===== config.mk =====
export PLATFORM = sky130hd
export DESIGN_NAME = postfix_expression_evaluator
export DESIGN_NICKNAME = d
export VERILOG_FILES = /design/src/sv/rpn_pkg.sv /design/src/sv/rpn_ram.sv /design/src/sv/rpn_div.sv /design/src/sv/rpn_front.sv /design/src/sv/rpn_back.sv /design/src/sv/postfix_expression_evaluator.sv
export SDC_FILE = /design/constraint.sdc
export NUM_CORES = 2
export LEC_CHECK = 0
export BUFFER_PORTS_ARGS = -buffer_cell sky130_fd_sc_hd__buf_2
export CELL_PAD_IN_SITES_DETAIL_PLACEMENT = 0
export CELL_PAD_IN_SITES_GLOBAL_PLACEMENT = 1
export CORE_MARGIN = 2
export CORE_UTILIZATION = 30
export CTS_BUF_LIST = sky130_fd_sc_hd__clkbuf_8
export DETAILED_ROUTE_END_ITERATION = 6
export GPL_ROUTABILITY_DRIVEN = 1
export PLACE_DENSITY = 0.56
export SYNTH_ARGS = -nofsm -noshare
export SYNTH_HDL_FRONTEND = slang
export SYNTH_HIERARCHICAL = 1
export SYNTH_SLANG_ARGS = --single-unit

===== constraint.sdc =====
create_clock -name clk -period 9 [get_ports clk]
set_input_delay 0.9 -clock clk [delete_from_list [all_inputs] [get_ports clk]]
set_output_delay 0.9 -clock clk [all_outputs]
set_load 0.005 [all_outputs]

===== src/sv/rpn_pkg.sv =====
package rpn_pkg;

    // Data path width and the default stack size.
    localparam int DATA_W        = 32;
    localparam int STACK_DEF     = 16;
    localparam int CHAR_W        = 8;
    localparam int DEPTH_OUT_W   = 5;
    localparam int STATUS_W      = 3;
    localparam int RES_W         = DATA_W + DEPTH_OUT_W + STATUS_W;

    // Character codes of the expression alphabet.
    localparam logic [CHAR_W-1:0] CH_ZERO = 8'h30;
    localparam logic [CHAR_W-1:0] CH_NINE = 8'h39;
    localparam logic [CHAR_W-1:0] CH_MUL  = 8'h2A;
    localparam logic [CHAR_W-1:0] CH_ADD  = 8'h2B;
    localparam logic [CHAR_W-1:0] CH_SUB  = 8'h2D;
    localparam logic [CHAR_W-1:0] CH_DIV  = 8'h2F;

    // Status codes reported with each result.
    localparam logic [STATUS_W-1:0] ST_OK    = 3'd0;
    localparam logic [STATUS_W-1:0] ST_BAD   = 3'd1;
    localparam logic [STATUS_W-1:0] ST_UNDER = 3'd2;
    localparam logic [STATUS_W-1:0] ST_OVER  = 3'd3;
    localparam logic [STATUS_W-1:0] ST_DIVZ  = 3'd4;

    // Class of one character after decoding.
    typedef enum logic [2:0] {
        OP_PUSH = 3'd0,
        OP_MUL  = 3'd1,
        OP_ADD  = 3'd2,
        OP_SUB  = 3'd3,
        OP_DIV  = 3'd4,
        OP_BAD  = 3'd5
    } op_kind_t;

    // One decoded request as it sits in the queue.
    typedef struct packed {
        op_kind_t    kind;
        logic [3:0]  digit;
        logic        last;
    } item_t;

    // Status of the execution side, watched at the top level.
    typedef struct packed {
        logic over;
        logic err_set;
        logic emit;
    } back_stat_t;

endpackage


===== src/sv/rpn_ram.sv =====
module rpn_ram #(
    parameter int WIDTH = 32,
    parameter int DEPTH = 16
) (
    input  logic                     clk,
    input  logic                     we,
    input  logic [$clog2(DEPTH)-1:0] waddr,
    input  logic [WIDTH-1:0]         wdata,
    input  logic [$clog2(DEPTH)-1:0] raddr,
    output logic [WIDTH-1:0]         rdata
);

    logic [WIDTH-1:0] mem [DEPTH];
    logic [WIDTH-1:0] rdata_reg;

    // One write port, one registered read port.
    always_ff @(posedge clk)
    begin
        if (we)
        begin
            mem[waddr] <= wdata;
        end
        rdata_reg <= mem[raddr];
    end

    assign rdata = rdata_reg;

endmodule


===== src/sv/rpn_div.sv =====
module rpn_div (
    input  logic                      clk,
    input  logic                      rst_n,
    input  logic                      start,
    input  logic [rpn_pkg::DATA_W-1:0] dividend,
    input  logic [rpn_pkg::DATA_W-1:0] divisor,
    output logic                      done,
    output logic [rpn_pkg::DATA_W-1:0] quotient
);
    import rpn_pkg::*;

    localparam int CNT_W = $clog2(DATA_W);

    logic              run_reg, run_next;
    logic              done_reg, done_next;
    logic [CNT_W-1:0]  cnt_reg, cnt_next;
    logic              neg_reg, neg_next;
    logic [DATA_W-1:0] rem_reg, rem_next;
    logic [DATA_W-1:0] quo_reg, quo_next;
    logic [DATA_W-1:0] den_reg, den_next;
    logic [DATA_W:0]   part;
    logic [DATA_W:0]   diff;

    // One restoring step per cycle on the magnitudes.
    assign part = {rem_reg, quo_reg[DATA_W-1]};
    assign diff = part - {1'b0, den_reg};

    always_comb
    begin
        run_next  = run_reg;
        done_next = 1'b0;
        cnt_next  = cnt_reg;
        neg_next  = neg_reg;
        rem_next  = rem_reg;
        quo_next  = quo_reg;
        den_next  = den_reg;
        if (start)
        begin
            run_next = 1'b1;
            cnt_next = '0;
            neg_next = dividend[DATA_W-1] ^ divisor[DATA_W-1];
            rem_next = '0;
            quo_next = dividend[DATA_W-1] ? (DATA_W'(0) - dividend) : dividend;
            den_next = divisor[DATA_W-1] ? (DATA_W'(0) - divisor) : divisor;
        end
        else if (run_reg)
        begin
            if (!diff[DATA_W])
            begin
                rem_next = diff[DATA_W-1:0];
                quo_next = {quo_reg[DATA_W-2:0], 1'b1};
            end
            else
            begin
                rem_next = part[DATA_W-1:0];
                quo_next = {quo_reg[DATA_W-2:0], 1'b0};
            end
            cnt_next = cnt_reg + 1'b1;
            if (cnt_reg == CNT_W'(DATA_W - 1))
            begin
                run_next  = 1'b0;
                done_next = 1'b1;
            end
        end
    end

    always_ff @(posedge clk or negedge rst_n)
    begin
        if (!rst_n)
        begin
            run_reg  <= 1'b0;
            done_reg <= 1'b0;
            cnt_reg  <= '0;
        end
        else
        begin
            run_reg  <= run_next;
            done_reg <= done_next;
            cnt_reg  <= cnt_next;
        end
    end

    always_ff @(posedge clk)
    begin
        neg_reg <= neg_next;
        rem_reg <= rem_next;
        quo_reg <= quo_next;
        den_reg <= den_next;
    end

    // Restore the sign; the most negative over minus one wraps by itself.
    assign done     = done_reg;
    assign quotient = neg_reg ? (DATA_W'(0) - quo_reg) : quo_reg;

endmodule


===== src/sv/rpn_front.sv =====
module rpn_front (
    input  logic                      clk,
    input  logic                      rst_n,
    input  logic                      s_axis_tvalid,
    output logic                      s_axis_tready,
    input  logic [rpn_pkg::CHAR_W-1:0] s_axis_tdata,
    input  logic                      s_axis_tlast,
    output logic                      q_valid,
    output rpn_pkg::item_t            q_item,
    input  logic                      q_pop
);
    import rpn_pkg::*;

    logic        wr_ptr_reg, wr_ptr_next;
    logic        rd_ptr_reg, rd_ptr_next;
    logic [1:0]  cnt_reg, cnt_next;
    item_t       slot_reg [2];
    item_t       dec;
    logic        push;

    // Decode the incoming character.
    always_comb
    begin
        dec.last  = s_axis_tlast;
        dec.digit = 4'(s_axis_tdata - CH_ZERO);
        if (s_axis_tdata >= CH_ZERO && s_axis_tdata <= CH_NINE)
        begin
            dec.kind = OP_PUSH;
        end
        else
        begin
            case (s_axis_tdata)
                CH_MUL:  dec.kind = OP_MUL;
                CH_ADD:  dec.kind = OP_ADD;
                CH_SUB:  dec.kind = OP_SUB;
                CH_DIV:  dec.kind = OP_DIV;
                default: dec.kind = OP_BAD;
            endcase
        end
    end

    // Two-entry queue toward the execution side.
    assign s_axis_tready = (cnt_reg != 2'd2);
    assign push          = s_axis_tvalid && s_axis_tready;
    assign q_valid       = (cnt_reg != 2'd0);
    assign q_item        = slot_reg[rd_ptr_reg];

    always_comb
    begin
        wr_ptr_next = wr_ptr_reg ^ push;
        rd_ptr_next = rd_ptr_reg ^ q_pop;
        cnt_next    = cnt_reg + {1'b0, push} - {1'b0, q_pop};
    end

    always_ff @(posedge clk or negedge rst_n)
    begin
        if (!rst_n)
        begin
            wr_ptr_reg <= 1'b0;
            rd_ptr_reg <= 1'b0;
            cnt_reg    <= 2'd0;
        end
        else
        begin
            wr_ptr_reg <= wr_ptr_next;
            rd_ptr_reg <= rd_ptr_next;
            cnt_reg    <= cnt_next;
        end
    end

    always_ff @(posedge clk)
    begin
        if (push)
        begin
            slot_reg[wr_ptr_reg] <= dec;
        end
    end

endmodule


===== src/sv/rpn_back.sv =====
module rpn_back #(
    parameter int STACK_DEPTH = rpn_pkg::STACK_DEF
) (
    input  logic                     clk,
    input  logic                     rst_n,
    input  logic                     q_valid,
    input  rpn_pkg::item_t           q_item,
    output logic                     q_pop,
    output logic                     m_axis_tvalid,
    input  logic                     m_axis_tready,
    output logic [rpn_pkg::RES_W-1:0] m_axis_tdata,
    output rpn_pkg::back_stat_t      stat
);
    import rpn_pkg::*;

    localparam int AW   = $clog2(STACK_DEPTH);
    localparam int SP_W = $clog2(STACK_DEPTH + 1);

    typedef enum logic [3:0] {
        S_IDLE = 4'b0001,
        S_OPER = 4'b0010,
        S_DIV  = 4'b0100,
        S_EMIT = 4'b1000
    } state_t;

    state_t              state_reg, state_next;
    logic [SP_W-1:0]     sp_reg, sp_next;
    logic [STATUS_W-1:0] err_reg, err_next;
    logic                last_reg, last_next;
    op_kind_t            kind_reg, kind_next;
    logic [DATA_W-1:0]   top_reg, top_next;
    logic                out_valid_reg, out_valid_next;
    logic [RES_W-1:0]    out_data_reg, out_data_next;

    logic                ram_we;
    logic [AW-1:0]       ram_waddr;
    logic [AW-1:0]       ram_raddr;
    logic [DATA_W-1:0]   lhs;
    logic [DATA_W-1:0]   prod;
    logic                div_start;
    logic                div_done;
    logic [DATA_W-1:0]   div_q;
    logic                out_free;

    // Entries below the top of stack; the top itself lives in top_reg.
    rpn_ram #(
        .WIDTH (DATA_W),
        .DEPTH (STACK_DEPTH)
    ) u_stack (
        .clk   (clk),
        .we    (ram_we),
        .waddr (ram_waddr),
        .wdata (top_reg),
        .raddr (ram_raddr),
        .rdata (lhs)
    );

    rpn_div u_div (
        .clk      (clk),
        .rst_n    (rst_n),
        .start    (div_start),
        .dividend (lhs),
        .divisor  (top_reg),
        .done     (div_done),
        .quotient (div_q)
    );

    assign ram_waddr = AW'(sp_reg - SP_W'(1));
    assign ram_raddr = AW'(sp_reg - SP_W'(2));
    assign prod      = lhs * top_reg;
    assign out_free  = !out_valid_reg || m_axis_tready;
    assign q_pop     = (state_reg == S_IDLE) && q_valid;

    // Sequencer: take a request, execute it, report on the last character.
    always_comb
    begin
        state_next     = state_reg;
        sp_next        = sp_reg;
        err_next       = err_reg;
        last_next      = last_reg;
        kind_next      = kind_reg;
        top_next       = top_reg;
        out_valid_next = out_valid_reg && !m_axis_tready;
        out_data_next  = out_data_reg;
        ram_we         = 1'b0;
        div_start      = 1'b0;
        unique case (state_reg)
            S_IDLE:
            begin
                if (q_valid)
                begin
                    last_next  = q_item.last;
                    kind_next  = q_item.kind;
                    state_next = q_item.last ? S_EMIT : S_IDLE;
                    if (err_reg == ST_OK)
                    begin
                        unique case (q_item.kind) inside
                            OP_PUSH:
                            begin
                                if (sp_reg == SP_W'(STACK_DEPTH))
                                begin
                                    err_next = ST_OVER;
                                end
                                else
                                begin
                                    ram_we   = (sp_reg != '0);
                                    top_next = DATA_W'(q_item.digit);
                                    sp_next  = sp_reg + 1'b1;
                                end
                            end
                            OP_MUL, OP_ADD, OP_SUB, OP_DIV:
                            begin
                                if (sp_reg < SP_W'(2))
                                begin
                                    err_next = ST_UNDER;
                                end
                                else
                                begin
                                    state_next = S_OPER;
                                end
                            end
                            default:
                            begin
                                err_next = ST_BAD;
                            end
                        endcase
                    end
                end
            end
            S_OPER:
            begin
                state_next = last_reg ? S_EMIT : S_IDLE;
                case (kind_reg)
                    OP_MUL:
                    begin
                        top_next = prod;
                        sp_next  = sp_reg - 1'b1;
                    end
                    OP_ADD:
                    begin
                        top_next = lhs + top_reg;
                        sp_next  = sp_reg - 1'b1;
                    end
                    OP_SUB:
                    begin
                        top_next = lhs - top_reg;
                        sp_next  = sp_reg - 1'b1;
                    end
                    default:
                    begin
                        if (top_reg == '0)
                        begin
                            err_next = ST_DIVZ;
                        end
                        else
                        begin
                            div_start  = 1'b1;
                            state_next = S_DIV;
                        end
                    end
                endcase
            end
            S_DIV:
            begin
                if (div_done)
                begin
                    top_next   = div_q;
                    sp_next    = sp_reg - 1'b1;
                    state_next = last_reg ? S_EMIT : S_IDLE;
                end
            end
            S_EMIT:
            begin
                if (out_free)
                begin
                    out_valid_next = 1'b1;
                    out_data_next  = {err_reg, DEPTH_OUT_W'(sp_reg),
                                      (sp_reg != '0) ? top_reg : DATA_W'(0)};
                    sp_next        = '0;
                    err_next       = ST_OK;
                    state_next     = S_IDLE;
                end
            end
            default:
            begin
                state_next = S_IDLE;
            end
        endcase
    end

    always_ff @(posedge clk or negedge rst_n)
    begin
        if (!rst_n)
        begin
            state_reg     <= S_IDLE;
            sp_reg        <= '0;
            err_reg       <= ST_OK;
            last_reg      <= 1'b0;
            out_valid_reg <= 1'b0;
        end
        else
        begin
            state_reg     <= state_next;
            sp_reg        <= sp_next;
            err_reg       <= err_next;
            last_reg      <= last_next;
            out_valid_reg <= out_valid_next;
        end
    end

    always_ff @(posedge clk)
    begin
        kind_reg     <= kind_next;
        top_reg      <= top_next;
        out_data_reg <= out_data_next;
    end

    assign m_axis_tvalid = out_valid_reg;
    assign m_axis_tdata  = out_data_reg;

    assign stat.over    = (sp_reg > SP_W'(STACK_DEPTH));
    assign stat.err_set = (err_reg != ST_OK);
    assign stat.emit    = (state_reg == S_EMIT) && out_free;

endmodule


===== src/sv/postfix_expression_evaluator.sv =====
// Postfix expression evaluator. Characters arrive one per request on the
// input stream; digits push 0..9, and * + - / pop two values and push the
// 32-bit wrapping result (left operand is the one below the top, quotient
// truncates toward zero). The first bad character, underflow, overflow or
// divide by zero is latched and later characters are ignored. The request
// marked tlast produces one result (top value or 0, depth, status) and then
// clears the stack. Digits and bad characters end in the idle state, + - *
// in the operate state, / in the divide state on the one-bit-per-cycle
// divider; a tlast request loads the result register. A two-entry queue
// decouples the input side; the result register lets work go on while it waits.
module postfix_expression_evaluator #(
    parameter int STACK_DEPTH = rpn_pkg::STACK_DEF
) (
    input  logic        clk,
    input  logic        rst_n,
    input  logic        s_axis_tvalid,
    output logic        s_axis_tready,
    input  logic [7:0]  s_axis_tdata,   // [7:0] char_code
    input  logic        s_axis_tlast,   // last_char
    output logic        m_axis_tvalid,
    input  logic        m_axis_tready,
    output logic [39:0] m_axis_tdata    // [31:0] top_value, [36:32] stack_depth,
                                        // [39:37] status
);
    import rpn_pkg::*;

    logic       q_valid;
    item_t      q_item;
    logic       q_pop;
    back_stat_t bk_stat;

    rpn_front u_front (
        .clk           (clk),
        .rst_n         (rst_n),
        .s_axis_tvalid (s_axis_tvalid),
        .s_axis_tready (s_axis_tready),
        .s_axis_tdata  (s_axis_tdata),
        .s_axis_tlast  (s_axis_tlast),
        .q_valid       (q_valid),
        .q_item        (q_item),
        .q_pop         (q_pop)
    );

    rpn_back #(
        .STACK_DEPTH (STACK_DEPTH)
    ) u_back (
        .clk           (clk),
        .rst_n         (rst_n),
        .q_valid       (q_valid),
        .q_item        (q_item),
        .q_pop         (q_pop),
        .m_axis_tvalid (m_axis_tvalid),
        .m_axis_tready (m_axis_tready),
        .m_axis_tdata  (m_axis_tdata),
        .stat          (bk_stat)
    );

`ifndef SYNTHESIS
    // The execution side only takes a request that the queue holds.
    a_pop_valid: assert property (@(posedge clk) disable iff (!rst_n)
        q_pop |-> q_valid)
        else $error("queue popped while empty");

    // The stack pointer never passes the stack size.
    a_sp_range: assert property (@(posedge clk) disable iff (!rst_n)
        !bk_stat.over)
        else $error("stack pointer beyond stack size");

    // Loading a result presents it on the output.
    a_emit_valid: assert property (@(posedge clk) disable iff (!rst_n)
        bk_stat.emit |=> m_axis_tvalid)
        else $error("result not presented");

    // Reporting a result clears the latched error.
    a_emit_clear: assert property (@(posedge clk) disable iff (!rst_n)
        bk_stat.emit |=> !bk_stat.err_set)
        else $error("error not cleared after result");
`endif

endmodule

==> metrics.yaml <==
detailed_routing:
  number_of_antenna_violating_nets_in_the_routed_design: 0
  drtPass1Iterations: 6
  detail_route.wl_per_cell_um: 23.5
  drc: 0
  detailroute.via_count: 32800
  initialDrtViolationCount: 2378
  vias_per_cell: 4.92
  drt_wirelength_um: 156000
floorplan:
  floorplan.die.width_um: 414
  floorplan.die_area_um2: 172000
  core_area_um2: 167000
  initial_utilization_pct: 30.2
  pin_count: 55
  fp-row-count: 150
  die_h_um: 414
sta:
  final.min_clock_period_ps: 8040
  grt_setup_unrepaired: "false"
  slew-limit-headroom_pct: 25.6
  fin_worst_skew_ps: 76.1
  report.final.hold_viol_count: 0
  slew_viol_final: 0
  report.final.setup_viol: 0
  timing.fmax_mhz: 124
  timing.final.ws_setup_ps: 965
  min_period_over_period_pct: 89.3
  fin_setup_tns_ps: 0
  worst_pin_slew_ps: 1110
placement:
  globalplace.congestion: 0.832
  preCtsSetupSlack_ps: 950
  place.detailed.hpwl_um: 107000
  numPortBuffers: 54
  place.detailed.instances: 6402
cts:
  clock_tree.buffer_depth: 3
  clock-root-buffer: "clkbuf_8"
  cts_num_sinks: 757
  cts_made_buffers: 136
  post-cts-setup-buffer-count: 0
  cts.clk_slew.worst_paths_ps: 60
  post_cts.resized_instances: 0
  htree_num_levels: 4
  tritoncts_clock_tree: "yes"
  worst_skew_pair.late_latency_ps: 870
  number_of_hold_buffers_added_after_cts: 1
grt:
  first_global_vias: 34600
  initial_antenna_violation_count: 14
  grt.overflow.total: 0
  pin_count_of_the_biggest_net_entering_global_routing: 125
  grt_first_pass_wirelength_um: 233000
  globalRouteTotalUtil_pct: 18.3
finish:
  final_layout_size_suffix_gt1_share_pct: 12.6
  layout-area-overhead-vs-synth_pct: 12.0
  seq_area_um2: 22000
  multiInputGateArea_um2: 25900
  nNetsFinal: 4963
  registers.top_by_ff_count: "u_back/u_stack/mem"
  fillCellCount: 16600
  largest_reg_flops: 512
  post_layout_nonfiller_instances: 6659
critical_path:
  end_kind: "flop"
  critical_path.max_fanout: 19
  critical_path_required_ps: 9580
  critical_path_class: "reg2reg"
  crit_path_start_kind: "flop"
  arrival_ps: 8610
logic_synthesis:
  synthesis.area_per_instance_um2: 12.0
  yosysWarnings: 6
  synth_nets: 4843
  synth_cells: 4217
  syn_area_um2: 50500
min_path:
  hold_class: "in2reg"
run:
  drv_cap: 0
outcome:
  status: "completed"
-- layout by cell type (no fill, tap or decap), types with 14 or more instances in the layout --
cell / n
a211oi_1: 31
a21o_1: 33
a21oi_1: 135
a22oi_1: 75
and2_1: 314
buf_2: 54
buf_4: 132
clkbuf_8: 144
clkinv_1: 17
dfrtp_1: 23
dfxtp_1: 63
edfxtp_1: 668
fa_1: 410
ha_1: 203
inv_1: 583
mux2i_1: 29
mux4_2: 128
nand2_1: 385
nand2b_1: 30
nand3_1: 22
nand4_1: 14
nor2_1: 160
nor2_4: 16
nor2b_1: 49
nor3_1: 24
o21ai_0: 90
o21ai_1: 46
o31ai_1: 31
o41ai_1: 20
or3_1: 20
or4_1: 14
xnor2_1: 170
xor2_1: 89
-- path summary, 6_finish.rpt --
path | start | depth (start not counted) | slack (ps) | end
setup / recovery | u_back/u_stack/rdata[6] | 27 | 960 | u_back/top_reg[31]
hold / removal | s_axis_tlast | 1 | 280 | u_front/slot_reg[0][0]
setup reg to reg | u_back/u_stack/rdata[6] | 27 | 960 | u_back/top_reg[31]
hold reg to reg | u_back/u_div/rem_reg[19] | 2 | 470 | u_back/u_div/rem_reg[19]
max in group asynchronous | rst_n | 2 | 7640 | u_back/sp_reg[0]
min in group asynchronous | rst_n | 2 | 900 | u_back/u_div/cnt_reg[1]
-- routing by layer --
| layer | global-route usage, % | vias up | part of all wire (%) |
|---|---|---|---|
| li1 | - | 14700 | - |
| met1 | 25.8 | 17100 | 46 |
| met2 | 29.5 | 845 | 47 |
| met3 | 3.06 | 147 | 5.6 |
| met4 | 4.12 | 4 | 1.7 |
| met5 | 0 | - | 0.017 |
-- layout make-up --
class                   count  share of cell area [%]
well taps                2204                    4.87
flip-flops and latches    757                    38.8
clock inverters           107                    1.14
clock buffers             144                    3.50
inverters                 525                    3.49
multi-input cells        2728                    45.8
repair buffers            189                    2.32
diodes                      5                  0.0221
-- per-stage QoR --
stage          cell area, µm²  hold slack, ps  util [%]
2_1_floorplan           50500             423         -
3_3_place_gp            53900             459      32.2
3_5_place_dp            53900             466      32.2
4_1_cts                 56600             152      33.8
5_1_grt                 56600             202      33.8
6_report                56600             276      33.8
-- critical path, stage by stage, from the launching register on --
cell and delay, ps:
dfxtp_1 940, buf_4 420, and2_1 200, fa_1 420
inv_1 90, fa_1 170, inv_1 60, fa_1 530
inv_1 60, fa_1 540, inv_1 60, fa_1 520
fa_1 450, fa_1 550, inv_1 60, fa_1 520
inv_1 40, ha_1 380, nand2_1 100, o2111ai_1 260
a31oi_1 140, nor3b_1 160, o31a_1 150, o311ai_1 310
o211ai_1 150, xnor2_1 180, nor2_1 60, a221o_1 260
Power is not shown: default switching activity piles up to over one toggle a cycle in this logic, so the estimate is an artifact.
